===== src/rtl/ssrp_pkg.sv =====
// Shared types and constants for the stepper speed ramp and step period block.
// No dependencies; used by the divider, the top level and the checker.
package ssrp_pkg;

  localparam int DEN_W       = 35;
  localparam int S_TDATA_W   = 48;
  localparam int M_TDATA_W   = 56;
  localparam int ELAPSED_CAP = 1000;
  localparam int MS_PER_S    = 1000;
  localparam int SPEED_MAX   = 32767;

  localparam int OFS_DIR     = 0;
  localparam int OFS_VALID   = 1;
  localparam int OFS_PERIOD  = 2;
  localparam int OFS_COMPARE = 18;
  localparam int OFS_SPEED   = 33;
  localparam int OFS_START   = 48;
  localparam int OFS_STOP    = 49;
  localparam int OFS_RUN     = 50;

  localparam logic [2:0] REG_FULL_STEPS = 3'd0;
  localparam logic [2:0] REG_MICROSTEPS = 3'd1;
  localparam logic [2:0] REG_ACCEL      = 3'd2;
  localparam logic [2:0] REG_TICK_MS    = 3'd3;
  localparam logic [2:0] REG_INVERT     = 3'd4;

  typedef struct packed {
    logic        running;
    logic        timer_stop;
    logic        timer_start;
    logic [14:0] ramped_speed_mrps;
    logic [14:0] compare_ticks;
    logic [15:0] step_period;
    logic        period_valid;
    logic        direction_level;
  } result_t;

  function automatic logic [M_TDATA_W-1:0] pack_result(input result_t r);
    pack_result = M_TDATA_W'(r);
  endfunction

endpackage


===== src/rtl/ssrp_div.sv =====
// Radix-4 restoring divider, two quotient bits per cycle from a shift register.
// Depends on ssrp_pkg for the divisor width.
module ssrp_div #(
  parameter int DW = 34
) (
  input  logic                       clk,
  input  logic                       rst,
  input  logic                       start,
  input  logic [DW-1:0]              dividend,
  input  logic [ssrp_pkg::DEN_W-1:0] divisor,
  output logic                       done,
  output logic [DW-1:0]              quotient
);

  localparam int NS = (DW + 1) / 2;
  localparam int QW = 2 * NS;
  localparam int CW = $clog2(NS + 1);

  logic [ssrp_pkg::DEN_W-1:0] rem;
  logic [ssrp_pkg::DEN_W-1:0] dsr;
  logic [QW-1:0]              qsr;
  logic [CW-1:0]              cnt;
  logic                       busy;

  logic [ssrp_pkg::DEN_W-1:0] rem_next;
  logic [QW-1:0]              qsr_next;
  logic [ssrp_pkg::DEN_W:0]   trial;

  always_comb begin
    rem_next = rem;
    qsr_next = qsr;
    trial    = '0;
    for (int k = 0; k < 2; k++) begin
      trial    = {rem_next, qsr_next[QW-1]};
      qsr_next = {qsr_next[QW-2:0], 1'b0};
      if (trial >= {1'b0, dsr}) begin
        trial       = trial - {1'b0, dsr};
        qsr_next[0] = 1'b1;
      end
      rem_next = trial[ssrp_pkg::DEN_W-1:0];
    end
  end

  always_ff @(posedge clk) begin
    if (rst) begin
      busy <= 1'b0;
      done <= 1'b0;
      cnt  <= '0;
    end else begin
      done <= 1'b0;
      if (start) begin
        rem  <= '0;
        qsr  <= QW'(dividend);
        dsr  <= divisor;
        cnt  <= CW'(NS);
        busy <= 1'b1;
      end else if (busy) begin
        rem <= rem_next;
        qsr <= qsr_next;
        cnt <= cnt - CW'(1);
        if (cnt == CW'(1)) begin
          busy <= 1'b0;
          done <= 1'b1;
        end
      end
    end
  end

  assign quotient = qsr[DW-1:0];

endmodule


===== src/rtl/stepper_speed_ramp_period_top.sv =====
// Stepper speed ramp and step period generator, one instance per motor. Each request carries a
// signed target speed and a tick count; the block ramps its stored speed toward a nonzero target
// under the acceleration limit, or drops it to zero at once for a zero target, and returns one
// result with the direction level, the step period, the half-period compare value and the timer
// start and stop flags. One request is worked at a time: the next request is taken only once the
// result has been written to the output register, which waits while a stalled result is held.
// A zero target skips the divider; otherwise the shared radix-4 divider is used once for the
// acceleration step and once for the period. A finished result waits in the output register
// while the next request is taken. Depends on ssrp_pkg, ssrp_div.
module stepper_speed_ramp_period_top #(
  parameter int TIMER_CLOCK_HZ   = 10000000,
  parameter int MIN_PERIOD_TICKS = 10,
  parameter int MAX_PERIOD_TICKS = 65535
) (
  input  logic        clk,
  input  logic        rst,
  input  logic        s_tvalid,
  output logic        s_tready,
  // [15:0] target_speed_mrps, [47:16] now_tick
  input  logic [47:0] s_tdata,
  output logic        m_tvalid,
  input  logic        m_tready,
  // [0] direction_level, [1] period_valid, [17:2] step_period, [32:18] compare_ticks,
  // [47:33] ramped_speed_mrps, [48] timer_start, [49] timer_stop, [50] running, [55:51] zero
  output logic [55:0] m_tdata,
  input  logic        psel,
  input  logic        penable,
  input  logic        pwrite,
  input  logic [4:0]  paddr,
  input  logic [31:0] pwdata,
  output logic [31:0] prdata,
  output logic        pready
);

  localparam longint DIVIDEND = longint'(TIMER_CLOCK_HZ) * 1000;
  localparam int     DW       = $clog2(DIVIDEND + 1);

  typedef enum logic [7:0] {
    S_IDLE = 8'b0000_0001,
    S_ELAP = 8'b0000_0010,
    S_MCH  = 8'b0000_0100,
    S_WMC  = 8'b0000_1000,
    S_DEN1 = 8'b0001_0000,
    S_DEN2 = 8'b0010_0000,
    S_WPER = 8'b0100_0000,
    S_FIN  = 8'b1000_0000
  } state_t;

  state_t state;

  logic [10:0] steps_rev;
  logic [8:0]  microsteps;
  logic [19:0] accel;
  logic [9:0]  tick_ms;
  logic        invert;

  logic [14:0] speed;
  logic [31:0] prev_tick;
  logic        timer_running;

  logic [14:0] target;
  logic        diff_big;
  logic [9:0]  diff_small;
  logic [9:0]  elapsed;
  logic [25:0] den_part;
  ssrp_pkg::result_t res;

  logic [15:0] raw_mag;
  logic [14:0] target_in;
  logic [31:0] diff;
  logic [19:0] elapsed_prod;
  logic [14:0] speed_floor;
  logic [DW:0] cur_ext;
  logic [DW:0] tgt_ext;
  logic [DW:0] mc_ext;
  logic [15:0] period;

  logic                       div_start;
  logic [DW-1:0]              div_dividend;
  logic [ssrp_pkg::DEN_W-1:0] div_divisor;
  logic                       div_done;
  logic [DW-1:0]              div_quotient;

  logic cfg_write;

  assign pready    = 1'b1;
  assign cfg_write = psel && penable && pwrite && pready;
  assign s_tready  = (state == S_IDLE);

  always_ff @(posedge clk) begin
    if (rst) begin
      steps_rev  <= 11'd200;
      microsteps <= 9'd16;
      accel      <= 20'd10000;
      tick_ms    <= 10'd10;
      invert     <= 1'b0;
    end else if (cfg_write) begin
      unique case (paddr[4:2])
        ssrp_pkg::REG_FULL_STEPS: steps_rev  <= pwdata[10:0];
        ssrp_pkg::REG_MICROSTEPS: microsteps <= pwdata[8:0];
        ssrp_pkg::REG_ACCEL:      accel      <= pwdata[19:0];
        ssrp_pkg::REG_TICK_MS:    tick_ms    <= pwdata[9:0];
        ssrp_pkg::REG_INVERT:     invert     <= pwdata[0];
        default: ;
      endcase
    end
  end

  always_comb begin
    unique case (paddr[4:2])
      ssrp_pkg::REG_FULL_STEPS: prdata = 32'(steps_rev);
      ssrp_pkg::REG_MICROSTEPS: prdata = 32'(microsteps);
      ssrp_pkg::REG_ACCEL:      prdata = 32'(accel);
      ssrp_pkg::REG_TICK_MS:    prdata = 32'(tick_ms);
      ssrp_pkg::REG_INVERT:     prdata = 32'(invert);
      default:                  prdata = '0;
    endcase
  end

  always_comb begin
    raw_mag      = s_tdata[15] ? (16'd0 - s_tdata[15:0]) : s_tdata[15:0];
    target_in    = (raw_mag > 16'(ssrp_pkg::SPEED_MAX)) ? 15'(ssrp_pkg::SPEED_MAX)
                                                        : raw_mag[14:0];
    diff         = s_tdata[47:16] - prev_tick;
    elapsed_prod = 20'(diff_small) * 20'(tick_ms);
    speed_floor  = (speed == 15'd0) ? 15'd1 : speed;
    cur_ext      = (DW + 1)'(speed);
    tgt_ext      = (DW + 1)'(target);
    mc_ext       = (DW + 1)'(div_quotient);
    if (div_quotient < DW'(MIN_PERIOD_TICKS)) begin
      period = 16'(MIN_PERIOD_TICKS);
    end else if (div_quotient > DW'(MAX_PERIOD_TICKS)) begin
      period = 16'(MAX_PERIOD_TICKS);
    end else begin
      period = div_quotient[15:0];
    end
  end

  assign div_start    = (state == S_MCH) || (state == S_DEN2);
  assign div_dividend = (state == S_MCH) ? DW'(30'(accel) * 30'(elapsed)) : DW'(DIVIDEND);
  assign div_divisor  = (state == S_MCH) ? ssrp_pkg::DEN_W'(ssrp_pkg::MS_PER_S)
                                         : ssrp_pkg::DEN_W'(35'(den_part) * 35'(microsteps));

  ssrp_div #(.DW(DW)) u_div (
    .clk      (clk),
    .rst      (rst),
    .start    (div_start),
    .dividend (div_dividend),
    .divisor  (div_divisor),
    .done     (div_done),
    .quotient (div_quotient)
  );

  always_ff @(posedge clk) begin
    if (rst) begin
      state         <= S_IDLE;
      speed         <= '0;
      prev_tick     <= '0;
      timer_running <= 1'b0;
      m_tvalid      <= 1'b0;
    end else begin
      if (m_tvalid && m_tready && (state != S_FIN)) begin
        m_tvalid <= 1'b0;
      end
      unique case (state)
        S_IDLE: begin
          if (s_tvalid) begin
            target              <= target_in;
            diff_big            <= (diff > 32'(ssrp_pkg::ELAPSED_CAP));
            diff_small          <= diff[9:0];
            res.direction_level <= ~s_tdata[15] ^ invert;
            res.period_valid    <= 1'b0;
            res.step_period     <= '0;
            res.compare_ticks   <= '0;
            res.timer_start     <= 1'b0;
            if (target_in == 15'd0) begin
              res.timer_stop        <= timer_running;
              res.running           <= 1'b0;
              res.ramped_speed_mrps <= '0;
              timer_running         <= 1'b0;
              speed                 <= '0;
              state                 <= S_FIN;
            end else begin
              res.timer_stop <= 1'b0;
              prev_tick      <= s_tdata[47:16];
              state          <= S_ELAP;
            end
          end
        end
        S_ELAP: begin
          if (tick_ms == 10'd0) begin
            elapsed <= '0;
          end else if (diff_big || (elapsed_prod > 20'(ssrp_pkg::ELAPSED_CAP))) begin
            elapsed <= 10'(ssrp_pkg::ELAPSED_CAP);
          end else begin
            elapsed <= elapsed_prod[9:0];
          end
          state <= S_MCH;
        end
        S_MCH: begin
          state <= S_WMC;
        end
        S_WMC: begin
          if (div_done) begin
            if (tgt_ext > cur_ext + mc_ext) begin
              speed <= 15'(cur_ext + mc_ext);
            end else if (tgt_ext + mc_ext < cur_ext) begin
              speed <= 15'(cur_ext - mc_ext);
            end else begin
              speed <= target;
            end
            state <= S_DEN1;
          end
        end
        S_DEN1: begin
          den_part <= 26'(speed_floor) * 26'(steps_rev);
          state    <= S_DEN2;
        end
        S_DEN2: begin
          state <= S_WPER;
        end
        S_WPER: begin
          if (div_done) begin
            res.period_valid      <= 1'b1;
            res.step_period       <= period;
            res.compare_ticks     <= period[15:1];
            res.ramped_speed_mrps <= speed;
            res.timer_start       <= ~timer_running;
            res.running           <= 1'b1;
            timer_running         <= 1'b1;
            state                 <= S_FIN;
          end
        end
        S_FIN: begin
          if (!m_tvalid || m_tready) begin
            m_tdata  <= ssrp_pkg::pack_result(res);
            m_tvalid <= 1'b1;
            state    <= S_IDLE;
          end
        end
        default: begin
          state <= S_IDLE;
        end
      endcase
    end
  end

endmodule


===== config.mk =====
export PLATFORM = sky130hd
export DESIGN_NAME = stepper_speed_ramp_period_top
export DESIGN_NICKNAME = d
export VERILOG_FILES = /design/src/rtl/ssrp_pkg.sv /design/src/rtl/ssrp_div.sv /design/src/rtl/stepper_speed_ramp_period_top.sv
export SDC_FILE = /design/constraint.sdc
export NUM_CORES = 2
export LEC_CHECK = 0
export ABC_AREA = 1
export BUFFER_PORTS_ARGS = -buffer_cell sky130_fd_sc_hd__buf_2
export CORE_AREA = 2 2 271 273
export CTS_BUF_LIST = sky130_fd_sc_hd__clkbuf_8
export DETAILED_ROUTE_END_ITERATION = 7
export DIE_AREA = 0 0 273 275
export GPL_TIMING_DRIVEN = 0
export PLACE_DENSITY = 0.84
export SLEW_MARGIN = 40
export SYNTH_ARGS = -nofsm -noshare
export SYNTH_HDL_FRONTEND = slang
export SYNTH_SLANG_ARGS = --single-unit

===== constraint.sdc =====
create_clock -name clk -period 8 [get_ports clk]
set_input_delay 0.4 -clock clk [delete_from_list [all_inputs] [get_ports clk]]
set_output_delay 0.4 -clock clk [all_outputs]
set_load 0.1 [all_outputs]

Word level (Yosys, flattened, before mapping):

Index checks and enable logic that the tools add are counted.

* bits in writable memories: 0
* logic and storage cells: 158
* bits in read-only memories: 0
* latch bits: 0
* memories: 0
* output and inout bits: 91
* register bits: 383

* reduce and logical (&&, ||, !) cells: 35
* $mul: 4
* add/sub/neg operators: 8
* bitwise operators: 6
* divide/modulo/power cells: 0
* magnitude comparators: 9
* multiplexer cells: 45
* shift operators: 0
* eq/ne operators: 19

Operator list (number)
* $mux W15: 7
* $mux W35: 3
* $mux W34: 3
* $pmux W20 S5: 1
* $pmux W48 S2: 1
* $ge A36 B35 Y1: 2
* $add A15 B34 Y35: 2
* $sub A35 B35 Y35: 2
* $pmux W8 S8: 1
* $mux W51: 1
* $mux W16: 3
* $mux W48: 1
* $mux W8: 5
* $gt A15 B35 Y1: 1
* $lt A35 B15 Y1: 1
* $mul A26 B9 Y35: 1
* $gt A34 B16 Y1 const B: 1
* $lt A34 B4 Y1 const B: 1
* $gt A32 B10 Y1 const B: 1
* $sub A32 B32 Y32: 1
* $logic_not A15 Y1: 2
* $mul A20 B10 Y30: 1
* $pmux W15 S2: 1
* $mul A15 B11 Y26: 1
* other kinds (39): 82

Longest topological paths before layout:

* word-level depth: 8
* depth in mapped cells: 35
* gate-level depth less buffers: 33

Modules after synthesis:

A second synthesis with hierarchy kept.

* cells, all modules: 6796
* area, all modules: 48695.5 µm²

By module, submodules not included
* stepper_speed_ramp_period_top: cells each 5400, area each 39037.4 µm², seq. area each 6185.9 µm², times used 1
* ssrp_div: cells each 1396, area each 9658.0 µm², seq. area each 3263.1 µm², times used 1

Worst setup path before layout:

Ideal clock, no wire load.

* path kind: register -> register
* from: register speed[1]
* to: register den_part[23], data pin
* setup slack: 2429 ps
* stages on the path, launching flop included: 25
* buffers on the path: 0
* setup time: 258 ps
* arrival: 5312 ps
* period minus slack after synthesis: 5571 ps
* cells stage by stage: dfxtp_1 > nor4_1 > nand4_1 > nand2_1 > nand2_1 > fa_1 > fa_1 > inv_1 > fa_1 > fa_1 > inv_1 > fa_1 > inv_1 > ha_1 > nand2_1 > o21ai_0 > a21oi_1 > o21ai_0 > a21oi_1 > o21ai_0 > nand2_1 > inv_1 > nor2_1 > nand2_1 > nand2_1

* word-level cells in the longest chain between the ends: 3

Ends and longest elaborated chain
* from (decl): RTL line stepper_speed_ramp_period_top.sv:57 `logic [14:0] speed;`
* from (signal assigned): RTL line stepper_speed_ramp_period_top.sv:206 `speed <= 15'(cur_ext + mc_ext);`
* from (signal assigned): RTL line stepper_speed_ramp_period_top.sv:208 `speed <= 15'(cur_ext - mc_ext);`
* from (signal assigned): RTL line stepper_speed_ramp_period_top.sv:210 `speed <= target;`
* $logic_not A15 Y1: RTL line stepper_speed_ramp_period_top.sv:126 `speed_floor = (speed == 15'd0) ? 15'd1 : speed;`
* $mux W15 *: RTL line stepper_speed_ramp_period_top.sv:126
* $mul A15 B11 Y26 *: RTL line stepper_speed_ramp_period_top.sv:216 `den_part <= 26'(speed_floor) * 26'(steps_rev);`
* to (signal assigned): RTL line stepper_speed_ramp_period_top.sv:216
* to (decl): RTL line stepper_speed_ramp_period_top.sv:65 `logic [25:0] den_part;`

Mark *: on every way between the ends. The rest lies on a longest branch, timed or not.
A chain may end at the register's enable or synchronous reset.

Worst setup path after layout:

* from: register u_div.qsr[33], in the netlist u_div.quotient[33]
* to: register u_div.rem[31] (netlist bit), data pin

* word-level cells in the longest chain between the ends: 5
* elaborated cells between the ends (all ways): 7
* those cells by class: 2 x add/sub; 2 x order compare; 3 x mux

Ends and longest elaborated chain
* from (decl): RTL line ssrp_div.sv:21 `logic [QW-1:0] qsr;`
* from (signal assigned): RTL line ssrp_div.sv:53 `qsr <= QW'(dividend);`
* from (signal assigned): RTL line ssrp_div.sv:59 `qsr <= qsr_next;`
* $sub A35 B35 Y35 / $ge A36 B35 Y1 (equally long branches): RTL line ssrp_div.sv:37, ssrp_div.sv:36
* $mux W35 *: RTL line ssrp_div.sv:36 `if (trial >= {1'b0, dsr}) begin`
* $sub A35 B35 Y35 / $ge A36 B35 Y1 (equally long branches): RTL line ssrp_div.sv:37, ssrp_div.sv:36
* $mux W35 *: RTL line ssrp_div.sv:36
* $mux W35 *: RTL line ssrp_div.sv:57 `end else if (busy) begin`
* to (signal assigned): RTL line ssrp_div.sv:58 `rem <= rem_next;`
* to (decl): RTL line ssrp_div.sv:19 `logic [ssrp_pkg::DEN_W-1:0] rem;`

Mark *: on every way between the ends. The rest lies on a longest branch, timed or not. The select of a mux whose other input is x is not followed.

==> impl_metrics.json <==
{
  "numCtsBuffers": 66,
  "fin_area_um2": 51200,
  "gp_congestion": 1.05,
  "register_area_um2": 9450,
  "die_x_um": 273,
  "ios": 183,
  "p_leak_uw": 0.0277,
  "insertion_delay_ps": 730,
  "first_pass_iters": 7,
  "synthTopCellsByArea": "fa_1 (21%), edfxtp_1 (15%), nand2_1 (13%), ha_1 (11%), inv_1 (10%)",
  "drt_iter0_drc": 4091,
  "tightest_slew_ps": 953,
  "synth_cell_types": 65,
  "rows": 99,
  "crit_top_cell": "nand2_1",
  "slew_headroom_pct": 36.5,
  "cts_root_buf": "clkbuf_8",
  "drv_cap": 0,
  "ys.flop_type": "edfxtp_1",
  "slew_viol_final": 0,
  "cp_max_fo": 10,
  "power.density_nw_per_um2": 140,
  "multi_input_area_um2": 31900,
  "endpoint_kind": "flop",
  "avgRoutedWirePerCell_um": 18.5,
  "synth_top_area_cell": "fa_1",
  "die-area_um2": 75100,
  "fillers": 6024,
  "crit_arrival_ps": 7390,
  "syn_inst": 6424,
  "clock_skew_ps": 102,
  "area_delta_synth_final_pct": 8.13,
  "place_inst": 7561,
  "critPathKind": "reg2reg",
  "wirelength_um": 143000,
  "cts_tree": "built",
  "outcome": "completed",
  "critPathLaunchType": "flop",
  "cp_data_required_time_ps": 8500,
  "drive_above_1_share_pct": 5.96,
  "synth_async_sr_flop_share_pct": 0,
  "overflow": 0,
  "grt_setup_unrepaired": "false",
  "place_ws_ps": 1110,
  "synth_top_area_share_pct": 20.9,
  "fin_ws_ps": 1110,
  "die_h_um": 275,
  "design.final.nets": 7703,
  "grt_usage_pct": 38.4,
  "grt_pass1_vias": 43400,
  "cts.path.max_buffers": 3,
  "fin_hold_ws_ps": 31.6,
  "synth_edf_count": 238,
  "grt_max_degree": 24,
  "fmax_ghz": 0.145,
  "cp_slowest_cell": "nor2_2",
  "hpwl_um": 116000,
  "hp-class": "in2reg",
  "yosysWarnings": 0,
  "drc": 0,
  "irDropWorstVdd_uv": 255,
  "antenna_found_initial": 3,
  "post_cts_resized": 0,
  "synth.ff_latch_count": 353,
  "finalCritPeriodShare_pct": 86.1,
  "routed_via_density": 5.69,
  "postRouteAntennaNets": 0,
  "placed_cell_area_um2": 49600,
  "clkTransAtPathRegs_ps": 70,
  "grt_pass1_wl_um": 226000,
  "vias": 43900,
  "start_util_pct": 65.5,
  "core_area_um2": 72300,
  "syn_area_per_cell_um2": 7.37,
  "cts.sinks": 353,
  "setup_viol": 0,
  "max_stage_delay_ps": 510,
  "min_period_ps": 6890,
  "ys_seq_area_share_pct": 19.9,
  "io_buffers": 148,
  "synthesis.area_um2": 47400,
  "post_cts_buffers": 0,
  "final_cells": 7710,
  "hold_viol": 0,
  "ctsHtreeMaxLevel": 3,
  "finalPower_uw": 7160
}
==> path summary, 6_finish.rpt <==
check / startpoint / endpoint / slack, ps / cells after the start
worst max-delay path: u_div.quotient[33] / u_div.rem[31] / 1110 / 33
worst min-delay path: pwdata[17] / accel[17] / 30 / 3
worst max register to register: u_div.quotient[33] / u_div.rem[31] / 1110 / 33
worst min register to register: res[34] / m_tdata[34] / 400 / 0
==> sequential cells by signal (all words and copies together), names as in the netlist, 5 cells and up <==
name	cells
m_tdata	36
u_div.cnt	5
diff_small	10
elapsed	10
accel	20
u_div.rem	35
speed	15
u_div.dsr	35
prev_tick	32
res	36
microsteps	9
u_div.quotient	34
state	8
den_part	26
steps_rev	11
tick_ms	10
target	15
==> cell families after synthesis <==
group / count (synthesis) / synth area share [%]
xor+xnor: 178 / 3.29
other cells: 2 / 0.0159
simple gates: 2533 / 21.9
fa+ha+maj: 911 / 31.9
compound gates: 862 / 9.94
flops: 353 / 19.9
buf+inv: 1585 / 13.0
==> layer usage <==
metal,up-vias,routed length [um],track usage (%)
li1,20500,-,-
met1,20700,56200,49.6
met2,2237,65300,63.0
met3,384,14700,8.36
met4,0,6500,16.0
met5,-,0,0
==> where the power goes <==
part           switching, uW  internal, uW  total [uW]
clock                    867           926        1790
combinational           2080          1040        3120
sequential              82.1          2170        2250
==> layout make-up <==
class                   instances  share of cell area, %
multi-input cells            4502                   62.3
well taps                     959                   2.34
inverters                    1335                   9.78
clock buffers                  71                   1.91
flip-flops and latches        353                   18.4
clock inverters                45                  0.611
repair buffers                192                   2.35
plain buffers                 250                   2.24
diodes                          3                 0.0147
==> Yosys cell counts (15+ instances only) <==
cell	number
o21a_1	20
xnor2_1	81
nor4_1	22
o21ai_0	302
nand4_1	62
ha_1	416
a21oi_1	386
o21bai_1	15
nor2_1	420
inv_1	1325
edfxtp_1	238
a31oi_1	27
buf_2	23
nand3_1	238
a21o_1	19
clkbuf_1	159
dfxtp_1	115
nor3_1	52
fa_1	495
nand2_1	1673
xor2_1	97
o22ai_1	17
buf_4	41
buf_1	23
==> per-stage QoR <==
| step | utilization [%] | setup TNS, ps |
|---|---|---|
| floorplan | - | 0 |
| global placement | 68.3 | -11580 |
| detailed placement | 68.6 | 0 |
| CTS | 70.8 | 0 |
| global route | 70.8 | 0 |
| finish | 70.8 | 0 |
==> critical path: cells and delay by family (launching register included) <==
family	cells	cell delay, ps
DFF	1	470
and+or+nand+nor	18	2460
adders and majority gates	3	1080
buffers and inverters	7	1590
AOI/OAI and AO/OA	5	1040
==> repair_timing <==
item / CTS / global route
endpoints found under the hold margin: 29 / 0
endpoints found under the setup margin: 0 / 0
hold buffers: 29 / 0
==> placed cells by master (no fill, tap or decap), types with 12 or more instances in the layout <==
master and instances:
a21o_1 19, a21oi_1 385, a31oi_1 27, buf_1 23, buf_2 177, buf_4 43, clkbuf_1 151, clkbuf_8 71
clkinv_2 13, conb_1 18, dfxtp_1 115, dlygate4sd3_1 29, edfxtp_1 238, fa_1 495, ha_1 416, inv_1 1339
nand2_1 1673, nand3_1 238, nand4_1 62, nor2_1 414, nor3_1 49, nor4_1 21, o211ai_1 12, o21a_1 20
o21ai_0 302, o21bai_1 15, o22ai_1 17, xnor2_1 81, xor2_1 97
No activity file was read; power rests on OpenSTA's default activity.
